==> config.mk <==
export PLATFORM = sky130hd
export DESIGN_NAME = c_comment_string_stripper_core
export DESIGN_NICKNAME = d
export VERILOG_FILES = /design/src/hw/rtl/ccs_pkg.sv /design/src/hw/rtl/c_comment_string_stripper_core.sv /design/src/hw/rtl/ccs_lexer.sv /design/src/hw/rtl/ccs_out_fifo.sv
export VERILOG_INCLUDE_DIRS = /design/src /design/src/hw/rtl
export SDC_FILE = /design/constraint.sdc
export NUM_CORES = 1
export LEC_CHECK = 0
export BUFFER_PORTS_ARGS = -buffer_cell sky130_fd_sc_hd__buf_2
export CORE_UTILIZATION = 31
export CTS_CLUSTER_DIAMETER = 200
export DETAILED_ROUTE_END_ITERATION = 8
export HOLD_SLACK_MARGIN = 0.05
export SYNTH_ARGS = -nofsm -noshare
export SYNTH_HDL_FRONTEND = slang
export SYNTH_HIERARCHICAL = 1
export SYNTH_SLANG_ARGS = --single-unit
==> constraint.sdc <==
create_clock -name clk -period 4.1 [get_ports clk]
set_clock_uncertainty 0.1 [all_clocks]
set_input_delay 0.205 -clock clk [delete_from_list [all_inputs] [get_ports clk]]
set_output_delay 0.205 -clock clk [all_outputs]
set_load 0.02 [all_outputs]
==> src/hw/rtl/c_comment_string_stripper_core_defines.svh <==
// assertion macros used by the stripper result queue
`ifndef C_COMMENT_STRING_STRIPPER_CORE_DEFINES_SVH
`define C_COMMENT_STRING_STRIPPER_CORE_DEFINES_SVH

// condition must hold at every clock edge out of reset
`define CCS_ASSERT_ALWAYS(lbl, cond, msg) \
  lbl: assert property (@(posedge clk) disable iff (!rst_n) (cond)) else $error(msg);

// same-cycle implication
`define CCS_ASSERT_IMPL(lbl, ante, cons, msg) \
  lbl: assert property (@(posedge clk) disable iff (!rst_n) (ante) |-> (cons)) \
    else $error(msg);

// next-cycle implication
`define CCS_ASSERT_NEXT(lbl, ante, cons, msg) \
  lbl: assert property (@(posedge clk) disable iff (!rst_n) (ante) |=> (cons)) \
    else $error(msg);

`endif

==> src/hw/rtl/ccs_pkg.sv <==
// shared types for the comment and literal stripper
package ccs_pkg;

  typedef struct packed {
    logic       last;
    logic [7:0] data;
  } ccs_item_t;

  typedef struct packed {
    logic [1:0] n;
    ccs_item_t  item1;
    ccs_item_t  item0;
  } ccs_push_t;

endpackage

==> src/hw/rtl/c_comment_string_stripper_core.sv <==
// C comment and literal stripper: one source byte per transfer in, filtered bytes out.
// Each input transfer is decoded in the cycle it is accepted by a small lexer state
// register and yields zero, one or two result transfers, which go into an output queue
// of OUT_DEPTH entries that drains one result per cycle while the sink is ready. An input
// byte is taken every cycle while the queue has at least two free entries, that is while
// no more than OUT_DEPTH - 2 results are queued. With a ready sink every byte with at most
// one result keeps the rate at one byte per cycle; a byte that yields two results (a held
// slash followed by a byte that opens no comment, or end of text after a held slash or
// inside a literal) leaves one extra result queued, and once such extra results pile up
// past OUT_DEPTH - 2 the input stalls until the queue drains back to OUT_DEPTH - 2 results.
// Each result is written into the queue memory before it reaches the output. The end-of-text
// transfer (in_tlast) flushes pending text and produces a zero byte with out_tlast set.
module c_comment_string_stripper_core #(
  parameter int OUT_DEPTH = 4
) (
  input  logic       clk,
  input  logic       rst_n,
  input  logic       in_tvalid,
  output logic       in_tready,
  input  logic [7:0] in_tdata,   // [7:0] in_byte
  input  logic       in_tlast,   // end_of_text
  output logic       out_tvalid,
  input  logic       out_tready,
  output logic [7:0] out_tdata,  // [7:0] out_byte
  output logic       out_tlast   // last
);
  import ccs_pkg::*;

  ccs_push_t push;
  ccs_item_t out_item;
  logic      acc;
  logic      room;

  assign in_tready = room;
  assign acc       = in_tvalid && room;

  ccs_lexer u_lexer (
    .clk         (clk),
    .rst_n       (rst_n),
    .acc         (acc),
    .in_byte     (in_tdata),
    .end_of_text (in_tlast),
    .push        (push)
  );

  ccs_out_fifo #(
    .DEPTH (OUT_DEPTH)
  ) u_out_fifo (
    .clk       (clk),
    .rst_n     (rst_n),
    .push_en   (acc),
    .push      (push),
    .room      (room),
    .out_valid (out_tvalid),
    .out_ready (out_tready),
    .out_item  (out_item)
  );

  assign out_tdata = out_item.data;
  assign out_tlast = out_item.last;

endmodule

==> src/hw/rtl/ccs_lexer.sv <==
// lexer state register and per-byte decode into up to two results
module ccs_lexer (
  input  logic               clk,
  input  logic               rst_n,
  input  logic               acc,
  input  logic [7:0]         in_byte,
  input  logic               end_of_text,
  output ccs_pkg::ccs_push_t push
);
  import ccs_pkg::*;

  localparam logic [2:0] M_NORMAL     = 3'd0;
  localparam logic [2:0] M_SLASH      = 3'd1;
  localparam logic [2:0] M_BLOCK      = 3'd2;
  localparam logic [2:0] M_BLOCK_STAR = 3'd3;
  localparam logic [2:0] M_LINE       = 3'd4;
  localparam logic [2:0] M_LIT        = 3'd5;
  localparam logic [2:0] M_LIT_ESC    = 3'd6;

  localparam logic [7:0] CH_SLASH  = 8'h2f;
  localparam logic [7:0] CH_STAR   = 8'h2a;
  localparam logic [7:0] CH_NL     = 8'h0a;
  localparam logic [7:0] CH_BSLASH = 8'h5c;
  localparam logic [7:0] CH_DQUOTE = 8'h22;
  localparam logic [7:0] CH_SQUOTE = 8'h27;
  localparam logic [7:0] CH_SPACE  = 8'h20;

  typedef struct packed {
    logic [2:0] mode;
    logic       qs;
    logic       emit;
    logic [7:0] data;
  } norm_t;

  logic [2:0] mode_r, mode_nxt;
  logic       qs_r, qs_nxt;

  function automatic norm_t normal_fn(input logic [7:0] b, input logic qs);
    norm_t r;
    r.qs = qs;
    if (b == CH_SLASH) begin
      r.mode = M_SLASH;
      r.emit = 1'b0;
      r.data = b;
    end else if (b == CH_DQUOTE || b == CH_SQUOTE) begin
      r.qs   = (b == CH_SQUOTE);
      r.mode = M_LIT;
      r.emit = 1'b1;
      r.data = CH_SPACE;
    end else begin
      r.mode = M_NORMAL;
      r.emit = 1'b1;
      r.data = b;
    end
    return r;
  endfunction

  norm_t nrm;
  assign nrm = normal_fn(in_byte, qs_r);

  always_comb begin
    mode_nxt = mode_r;
    qs_nxt   = qs_r;
    push     = '0;
    if (end_of_text) begin
      mode_nxt = M_NORMAL;
      qs_nxt   = 1'b0;
      if (mode_r == M_SLASH) begin
        push.item0 = '{last: 1'b0, data: CH_SLASH};
        push.item1 = '{last: 1'b1, data: 8'h00};
        push.n     = 2'd2;
      end else if (mode_r == M_LIT || mode_r == M_LIT_ESC) begin
        push.item0 = '{last: 1'b0, data: CH_SPACE};
        push.item1 = '{last: 1'b1, data: 8'h00};
        push.n     = 2'd2;
      end else begin
        push.item0 = '{last: 1'b1, data: 8'h00};
        push.n     = 2'd1;
      end
    end else begin
      unique case (mode_r)
        M_SLASH: begin
          if (in_byte == CH_STAR) begin
            mode_nxt = M_BLOCK;
          end else if (in_byte == CH_SLASH) begin
            mode_nxt = M_LINE;
          end else begin
            push.item0 = '{last: 1'b0, data: CH_SLASH};
            push.item1 = '{last: 1'b0, data: nrm.data};
            push.n     = nrm.emit ? 2'd2 : 2'd1;
            mode_nxt   = nrm.mode;
            qs_nxt     = nrm.qs;
          end
        end
        M_BLOCK, M_BLOCK_STAR: begin
          if (mode_r == M_BLOCK_STAR && in_byte == CH_SLASH) begin
            mode_nxt = M_NORMAL;
          end else if (in_byte == CH_STAR) begin
            mode_nxt = M_BLOCK_STAR;
          end else begin
            mode_nxt = M_BLOCK;
            if (in_byte == CH_NL) begin
              push.item0 = '{last: 1'b0, data: CH_NL};
              push.n     = 2'd1;
            end
          end
        end
        M_LINE: begin
          if (in_byte == CH_NL) begin
            push.item0 = '{last: 1'b0, data: CH_NL};
            push.n     = 2'd1;
            mode_nxt   = M_NORMAL;
          end
        end
        M_LIT: begin
          if (in_byte == CH_BSLASH) begin
            mode_nxt = M_LIT_ESC;
          end else if (in_byte == (qs_r ? CH_SQUOTE : CH_DQUOTE)) begin
            push.item0 = '{last: 1'b0, data: CH_SPACE};
            push.n     = 2'd1;
            mode_nxt   = M_NORMAL;
          end else if (in_byte == CH_NL) begin
            push.item0 = '{last: 1'b0, data: CH_NL};
            push.n     = 2'd1;
          end
        end
        M_LIT_ESC: begin
          mode_nxt = M_LIT;
        end
        default: begin
          push.item0 = '{last: 1'b0, data: nrm.data};
          push.n     = nrm.emit ? 2'd1 : 2'd0;
          mode_nxt   = nrm.mode;
          qs_nxt     = nrm.qs;
        end
      endcase
    end
  end

  always_ff @(posedge clk) begin
    if (!rst_n) begin
      mode_r <= M_NORMAL;
      qs_r   <= 1'b0;
    end else if (acc) begin
      mode_r <= mode_nxt;
      qs_r   <= qs_nxt;
    end
  end

endmodule

==> src/hw/rtl/ccs_out_fifo.sv <==
// result queue taking up to two items per cycle and giving one while the reader is ready
`include "c_comment_string_stripper_core_defines.svh"

module ccs_out_fifo #(
  parameter int DEPTH = 4
) (
  input  logic               clk,
  input  logic               rst_n,
  input  logic               push_en,
  input  ccs_pkg::ccs_push_t push,
  output logic               room,
  output logic               out_valid,
  input  logic               out_ready,
  output ccs_pkg::ccs_item_t out_item
);
  import ccs_pkg::*;

  localparam int AW = (DEPTH > 1) ? $clog2(DEPTH) : 1;
  localparam int CW = $clog2(DEPTH + 1);
  localparam logic [AW-1:0] LAST_IDX = AW'(DEPTH - 1);
  localparam logic [CW-1:0] ROOM_MAX = CW'(DEPTH - 2);
  localparam logic [CW-1:0] FULL_CNT = CW'(DEPTH);

  ccs_item_t     mem_r [DEPTH];
  logic [AW-1:0] wp_r, wp_nxt, rp_r, rp_nxt, wp1;
  logic [CW-1:0] cnt_r, cnt_nxt;
  logic [1:0]    n_push;
  logic          pop;

  function automatic logic [AW-1:0] inc(input logic [AW-1:0] p);
    return (p == LAST_IDX) ? '0 : p + AW'(1);
  endfunction

  assign n_push    = push_en ? push.n : 2'd0;
  assign out_valid = (cnt_r != '0);
  assign pop       = out_valid && out_ready;
  assign out_item  = mem_r[rp_r];
  assign room      = (cnt_r <= ROOM_MAX);
  assign wp1       = inc(wp_r);

  always_comb begin
    wp_nxt = wp_r;
    if (n_push == 2'd1) begin
      wp_nxt = wp1;
    end else if (n_push == 2'd2) begin
      wp_nxt = inc(wp1);
    end
    rp_nxt  = pop ? inc(rp_r) : rp_r;
    cnt_nxt = cnt_r + CW'(n_push) - CW'(pop);
  end

  always_ff @(posedge clk) begin
    if (n_push != 2'd0) begin
      mem_r[wp_r] <= push.item0;
    end
    if (n_push == 2'd2) begin
      mem_r[wp1] <= push.item1;
    end
  end

  always_ff @(posedge clk) begin
    if (!rst_n) begin
      wp_r  <= '0;
      rp_r  <= '0;
      cnt_r <= '0;
    end else begin
      wp_r  <= wp_nxt;
      rp_r  <= rp_nxt;
      cnt_r <= cnt_nxt;
    end
  end

  `CCS_ASSERT_ALWAYS(a_cnt_bound, cnt_r <= FULL_CNT, "fifo count above depth")
  `CCS_ASSERT_IMPL(a_empty_ptrs, cnt_r == '0, rp_r == wp_r, "empty fifo with pointers apart")
  `CCS_ASSERT_NEXT(a_pop_only, pop && n_push == 2'd0, cnt_r == $past(cnt_r) - CW'(1),
    "pop without push did not drop count")
  `CCS_ASSERT_IMPL(a_push_room, n_push != 2'd0, room, "push into fifo without room")

endmodule
Word level (Yosys, flattened, before mapping)
Memory sizes are Yosys's and may differ from the RTL's. A register that Yosys moved wholly into a read port is not among the register bits.
Index checks and enable logic that the tools add are counted.
{"block": "totals", "ff_bits": 11, "ramBits": 36, "in_bits": 13, "elab_cells": 101, "n_memories": 1}
{"block": "classes", "addsub": 5, "magnitude_cmp": 1, "eq_ne": 23, "mux": 54, "reduce_logical": 12}
{"name": "u_out_fifo.mem_r", "depth": 4, "width": 9, "read_ports": 1, "rd_ports_with_merged_regs": 1, "wr": 2, "line_no": "ccs_out_fifo.sv:24", "rtl": "ccs_item_t mem_r [DEPTH];"}
{"operator": "20-bit two-way mux", "count": 4}
{"operator": "9-bit two-way mux", "count": 7}
{"operator": "9-bit case mux with 5 select lines", "count": 1}
{"operator": "8-bit by 6-bit equality test with 1-bit output, second input constant", "count": 4}
{"operator": "3-bit two-way mux", "count": 10}
{"operator": "2-bit two-way mux", "count": 14}
{"operator": "3-bit case mux with 5 select lines", "count": 1}
{"operator": "1-bit two-way mux", "count": 12}
{"operator": "2-bit case mux with 5 select lines", "count": 1}
{"operator": "3-bit equality test, second input constant", "count": 3}
{"operator": "2-bit equality test, second input constant", "count": 4}
{"operator": "8-bit by 4-bit equality test with 1-bit output, second input constant", "count": 1}
{"operator": "8-bit by 7-bit equality test with 1-bit output, second input constant", "count": 1}
{"operator": "8-bit equality test", "count": 1}
{"operator": "8-bit two-way mux", "count": 1}
{"operator": "2-bit by 1-bit adder with 2-bit output, second input constant", "count": 3}
{"operator": "3-bit by 2-bit equality test with 1-bit output, second input constant", "count": 2}
{"operator": "6-bit two-way mux", "count": 1}
{"operator": "3-bit != test, second input constant", "count": 2}
{"operator": "5-bit OR reduction", "count": 1}
{"operator": "4-bit two-way mux", "count": 1}
{"operator": "4-bit != test, second input constant", "count": 1}
{"operator": "4-bit AND reduction", "count": 1}
{"operator": "2-bit nonzero test", "count": 2}
{"operator": "13 further kinds", "count": 16}

Logic depth before layout (Yosys ltp)
Gate-level depths: netlist (run 1).
{"block": "logic_depth", "depth_word": 13, "ltp_mapped": 13}

Hierarchy
The synthesis (run 1) kept the hierarchy.
{"module": "ccs_out_fifo", "instances": 1, "cells_per_inst": 157, "area_per_inst_um2": 2346.0}
{"module": "ccs_lexer", "instances": 1, "cells_per_inst": 122, "area_per_inst_um2": 910.9}
{"module": "c_comment_string_stripper_core", "instances": 1, "cells_per_inst": 1, "area_per_inst_um2": 6.3}

Least setup slack after synthesis (run 1)
OpenSTA, ideal clock, no wires.
{"block": "synth_path", "kind": "register -> register", "start": "reg u_lexer.mode_r[1]", "end": "mem u_out_fifo/mem_r[2][0] (netlist bit) (enable)", "arrival_ns": 2.433, "slack_ns": 1.179, "stages_incl_launch_ff": 10, "path_buffers": 1, "path_cell_list": "dfxtp_1 -> buf_6 -> nor2_1 -> nand2_1 -> a21oi_1 -> a21oi_1 -> nand3_1 -> nand2_1 -> ha_1 -> o21ai_0"}
{"item": "from (decl)", "line_no": "ccs_lexer.sv:35", "rtl": "logic [2:0] mode_r, mode_nxt;"}
{"item": "from (signal assigned)", "line_no": "ccs_lexer.sv:145", "rtl": "mode_r <= mode_nxt;"}
{"item": "to (decl)", "line_no": "ccs_out_fifo.sv:24"}

==> results of run 1 <==
==> metrics by stage <==
step / utilization / power, mW / hold slack [ps]
after global placement: 0.3381 / 1.183 / 382.2
after detailed placement: 0.3381 / 1.190 / 397.7
after global routing: 0.3515 / 1.688 / 157.3
after CTS: 0.3515 / 1.611 / 149.2
after floorplan: - / 1.056 / 233.2
final: 0.3515 / 1.593 / 157.1
==> cell families after synthesis <==
logic type / after synthesis / share of synthesized area
AOI/OAI and AO/OA: 53 / 0.1242
xor gates and xnor gates: 5 / 0.01342
adders and majority gates: 14 / 0.05598
buffers and inverters: 25 / 0.04562
DFF: 49 / 0.4110
muxes: 47 / 0.1925
and+or+nand+nor: 87 / 0.1572
==> layout make-up <==
cell class | count | area share
Multi-Input combinational cell | 206 | 0.4908
Sequential cell | 49 | 0.3713
Tap cell | 136 | 0.04711
Timing Repair Buffer | 26 | 0.03810
Clock buffer | 5 | 0.01905
Clock inverter | 3 | 0.01905
Inverter | 14 | 0.01455
==> sequential cells by signal, summed over array words and instances, names as in the netlist, named ones only <==
name / count
u_lexer/mode_r: 3
u_lexer/qs_r: 1
u_out_fifo/cnt_r: 3
u_out_fifo/wp_r: 2
u_out_fifo/rp_r: 2
u_out_fifo/mem_r: 36
==> placed cells by master (no fill, tap or decap), types with 3 or more instances in the layout <==
| master | count |
|---|---|
| mux2_2 | 36 |
| edfxtp_1 | 36 |
| buf_2 | 23 |
| nand2_1 | 16 |
| nand3_1 | 16 |
| o21ai_0 | 15 |
| and2_1 | 14 |
| inv_1 | 14 |
| dfxtp_1 | 13 |
| ha_1 | 13 |
| a21oi_1 | 9 |
| mux4_2 | 9 |
| nor2_1 | 8 |
| clkbuf_8 | 5 |
| xnor2_1 | 4 |
| and3_1 | 4 |
| o211ai_1 | 4 |
| nand2_2 | 4 |
| nand2b_1 | 3 |
| nor3_1 | 3 |
| buf_4 | 3 |
==> routing by layer <==
layer / track usage / wire length [um] / vias to the layer above
li1: - / - / 1118
met1: 0.1990 / 3482 / 1119
met2: 0.2493 / 3833 / 78
met3: 0.02308 / 397 / 10
met4: 0.03823 / 112 / 0
met5: 0 / 0 / -
==> power by group <==
group	leakage, nW	switching (mW)	internal, mW
Clock	0.0687	0.173	0.246
Combinational	0.816	0.269	0.236
Sequential	0.440	0.0688	0.600
Total	1.32	0.511	1.08
==> worst max-delay path by stage <==
stage,from,end,slack (ps),depth (start not counted)
global route,u_lexer/mode_r[0],u_out_fifo/mem_r[3][0],380,9
CTS,u_lexer/mode_r[0],u_out_fifo/mem_r[3][3],660,9
global placement,in_tdata[4],u_out_fifo/mem_r[3][0],740,9
floorplan,u_lexer/mode_r[1],u_out_fifo/mem_r[2][0],1180,9
finish,u_lexer/mode_r[1],u_out_fifo/mem_r[3][3],670,9
detailed placement,u_lexer/mode_r[0],u_out_fifo/mem_r[3][2],690,9
==> worst max-delay path, cell delays in order, from the launching register on <==
cell and delay (ps):
dfxtp_1 460, nor2_1 430, nand2_1 160, a21oi_1 150, buf_4 180, a21oi_1 70, nand3_1 100, nand2_1 120
ha_1 290, o21ai_0 1020
==> results_dict.tcl, run 1 <==
set metrics [dict create \
    dp_slack_ps 691.8 \
    grt_pass1_wl_um 12630 \
    avgRoutedWirePerCell_um 17.82 \
    die-area_um2 10940 \
    synth.yosys.warnings 6 \
    tns_ps 0 \
    synth_edf_count 36 \
    crit_fanout 15 \
    regArea_um2 1341 \
    cts_made_buffers 5 \
    outcome "finished clean" \
    netlist-cell-type-count 62 \
    maxCapViolations 0 \
    yosys-top-cells-count "edfxtp_1 (36), mux2_2 (36), nand2_1 (16), nand3_1 (16), o21ai_0 (15)" \
    synth_area_um2 3263 \
    firstDrtPassIters 5 \
    async_reset_ff_frac 0 \
    finalMaxSlewViolations 0 \
    r2r_slack_ps 670 \
    crit_type "flop to flop" \
    min_period_ps 3435 \
    finalCritPeriodShare 0.8378 \
    path_clk_slew_ps 100 \
    power.density_nw_per_um2 441.0 \
    h-tree-depth 2 \
    clkLatencyLatePin_ps 300 \
    rsz0062_at_grt "no" \
    hold_class "primary input to flop" \
    synth_fp_nets 307 \
    ctsHoldBuffers 0 \
    dr_total_vias 2325 \
    die_h_um 104.6 \
    synth_area_leaders "edfxtp_1 (33%), mux2_2 (12%), dfxtp_1 (8.0%)" \
    synth-seq-cells 49 \
    cp.required_ps 3920 \
    multiInputGateArea_um2 1773 \
    core_area_um2 10280 \
    fp.dieW_um 104.6 \
    start_util 0.3175 \
    synth_top_area_cell "edfxtp_1" \
    cts_resized 0 \
    max_freq_ghz 0.2911 \
    slew_headroom 0.1241 \
    dp_hpwl_um 5885 \
    grt_overflow_total 0 \
    viasPerCell 5.296 \
    cts_setup_buffers 0 \
    ir_drop_uv 208.8 \
    ff2ff_path_depth 9 \
    diodes 0 \
    postLayoutCellArea_um2 3612 \
    final.setup.worst_slack_ps 665.2 \
    antenna_left 0 \
    first_global_vias 2291 \
    drc_errors 0 \
    r2r_start "u_lexer/mode_r[1]" \
    clock-sinks 49 \
    placed_cell_area_um2 3475 \
    finalNonFillerCells 439 \
    grt_start_max_net_pins 17 \
    syn2layout_area_growth_pct 10.70 \
    final_nets 329 \
    dp.cells 431 \
    startpoint_type "flop" \
    num_io_pins 24 \
    place.port_buffers 23 \
    track_usage 0.1484 \
    ys_seq_area_frac 0.4110 \
    gp_congestion 0.8441 \
    hp-start "out_tready" \
    worst_slew_pin_slew_ps 1300 \
    cp.arrival_ps 3260 \
    cts_buffer_depth 2 \
    cts_root_buf "clkbuf_8" \
    drtIter0Drc 188 \
    syn_avg_cell_area_um2 11.65 \
    end_kind "flop" \
    routed_wl_um 7825 \
    antenna_found_initial 0 \
    syn_inst 280 \
    holdPathStages 3 \
    drive_above_1_share 0.3333 \
    worstReg2RegEnd "u_out_fifo/mem_r[3][3]" \
    synth_top_area_frac 0.3313 \
    finalHoldViolCount 0 \
    p_leak_nw 1.324 \
    nFillCells 1032 \
    rows 37 \
    cts_tree "yes" \
    setup_viol 0 \
    synth_top_flop_cell "edfxtp_1" \
]
No activity file was read; power rests on OpenSTA's default activity.
==> run 2: changes to the inputs <==
- clock period: 4.1 -> 3.21 ns (I/O delays scaled with it)
==> results_dict.tcl, run 2 (synthesized netlist as in run 1, its figures left out) <==
set metrics [dict create \
    antenna_left 0 \
    power_mw 1.881 \
    whs_endpoint "u_out_fifo/rp_r[0]" \
    dp_hpwl_um 5554 \
    firstDrtPassIters 7 \
    cts_root_buf "clkbuf_8" \
    finalMaxSlewViolations 0 \
    first_global_vias 2328 \
    top_register "u_out_fifo/mem_r" \
    worst_slew_pin_slew_ps 673.6 \
    hold_class "primary input to flop" \
    ctsHoldBuffers 0 \
    outcome "finished, violations left" \
    drc_errors 2 \
    die-area_um2 10940 \
    r2r_start "u_lexer/mode_r[0]" \
    dp_slack_ps 258.7 \
    place.port_buffers 23 \
    end_kind "flop" \
    ir_drop_uv 195.7 \
    cp.required_ps 3320 \
    h-tree-depth 2 \
    max_freq_ghz 0.3429 \
    die_h_um 104.6 \
    grt_overflow_total 0 \
    holdPathStages 3 \
    cts_buffer_depth 2 \
    crit_fanout 14 \
    core_area_um2 10280 \
    final_nets 336 \
    cts_made_buffers 5 \
    finalNonFillerCells 446 \
    fp.dieW_um 104.6 \
    largest_reg_flops 36 \
    viasPerCell 5.177 \
    hold_slack_ps 103.3 \
    routed_wl_um 7549 \
    slew_headroom 0.5503 \
    syn2layout_area_growth_pct 10.85 \
    rsz0062_at_grt "no" \
    finalCritPeriodShare 0.9084 \
    startpoint_type "flop" \
    diodes 0 \
    crit_type "flop to flop" \
    grt_pass1_wl_um 12120 \
    violations "DRC" \
    hp-start "out_tready" \
    final_cell_mix "mux2_2 (36), edfxtp_1 (36), buf_2 (23)" \
    min_period_ps 2916 \
    worstReg2RegEnd "u_out_fifo/cnt_r[2]" \
    rows 37 \
    tns_ps 0 \
    drive_above_1_share 0.3516 \
    clkLatencyLatePin_ps 300 \
    power.density_nw_per_um2 520.0 \
    dp.cells 438 \
    setup_viol 0 \
    avgRoutedWirePerCell_um 16.93 \
    nFillCells 1046 \
    start_util 0.3175 \
    final.setup.worst_slack_ps 294.0 \
    gp_congestion 0.8019 \
    drtIter0Drc 135 \
    cp.arrival_ps 3020 \
    clock-sinks 49 \
    path_clk_slew_ps 100 \
    p_leak_nw 1.329 \
    r2r_slack_ps 290 \
    cts_tree "yes" \
    grt_start_max_net_pins 16 \
    finalHoldViolCount 0 \
    reg_top3 "u_out_fifo/mem_r x36, u_lexer/mode_r x3, u_out_fifo/cnt_r x3" \
    track_usage 0.1432 \
    num_io_pins 24 \
    antenna_found_initial 0 \
    maxCapViolations 0 \
    ff2ff_path_depth 11 \
    dr_total_vias 2309 \
]
## run 2: changes by cell type in the layout (fill, tap and decap cells not counted)
cell        delta
clkinvlp_4     +2
dfxtp_1        -2
buf_4          +7
dfxtp_2        +2
inv_6          -1
clkbuf_1       +1
bufinv_16      -2
## run 2: layout make-up
cell class,count,area (um^2),area share
multi-input combinational,206,1773,0.4901
inverter,14,52.55,0.01453
timing repair buffer,33,190.2,0.05258
clock buffer,6,72.57,0.02006
sequential,49,1344,0.3715
clock inverter,2,15.01,0.004151
tap,136,170.2,0.04704
## run 2: how the worst max path moves through the flow
stage,cells past startpoint,end,start,slack [ps]
floorplan,9,u_out_fifo/mem_r[2][0],u_lexer/mode_r[1],290
global placement,12,u_out_fifo/cnt_r[2],in_tdata[5],220
detailed placement,12,u_out_fifo/cnt_r[2],u_lexer/mode_r[1],260
CTS,12,u_out_fifo/cnt_r[2],u_lexer/mode_r[1],240
global route,11,u_out_fifo/cnt_r[2],u_lexer/mode_r[0],6
finish,11,u_out_fifo/cnt_r[2],u_lexer/mode_r[0],290
## run 2: what timing repair did
action                                  CTS  global route
buffers inserted                          0             0
gates resized for setup                   0             2
endpoints found under the hold margin     0             0
endpoints found under the setup margin    0            51
## run 2: through the flow
stage	utilization	cell area (um^2)
floorplan	-	3263
global placement	0.3432	3527
detailed placement	0.3432	3527
CTS	0.3517	3615
global route	0.3520	3617
finish	0.3520	3617
## run 2: power breakdown
| part | switching (mW) | internal, mW | leakage (nW) | total (mW) |
|---|---|---|---|---|
| registers | 0.0935 | 0.765 | 0.440 | 0.859 |
| logic | 0.337 | 0.306 | 0.851 | 0.644 |
| clock network | 0.224 | 0.154 | 0.0374 | 0.379 |
## run 2: critical path: stages, from the launching register on
cell and delay (ps):
dfxtp_1 610, nand2b_1 240, a211oi_1 370, nand3_1 130
nand3_1 130, nand2_1 120, nand3_1 170, nand2_1 80
ha_1 210, fa_1 380, xnor2_1 130, and2_1 150
## run 2: layer usage
| layer | GRT usage | up-vias | part of all wire |
|---|---|---|---|
| met1 | 0.1856 | 1130 | 0.45 |
| met5 | 0 | - | 0 |
| met3 | 0.02183 | 5 | 0.037 |
| met4 | 0.03320 | 0 | 0.0093 |
| met2 | 0.2502 | 49 | 0.50 |
| li1 | - | 1125 | - |
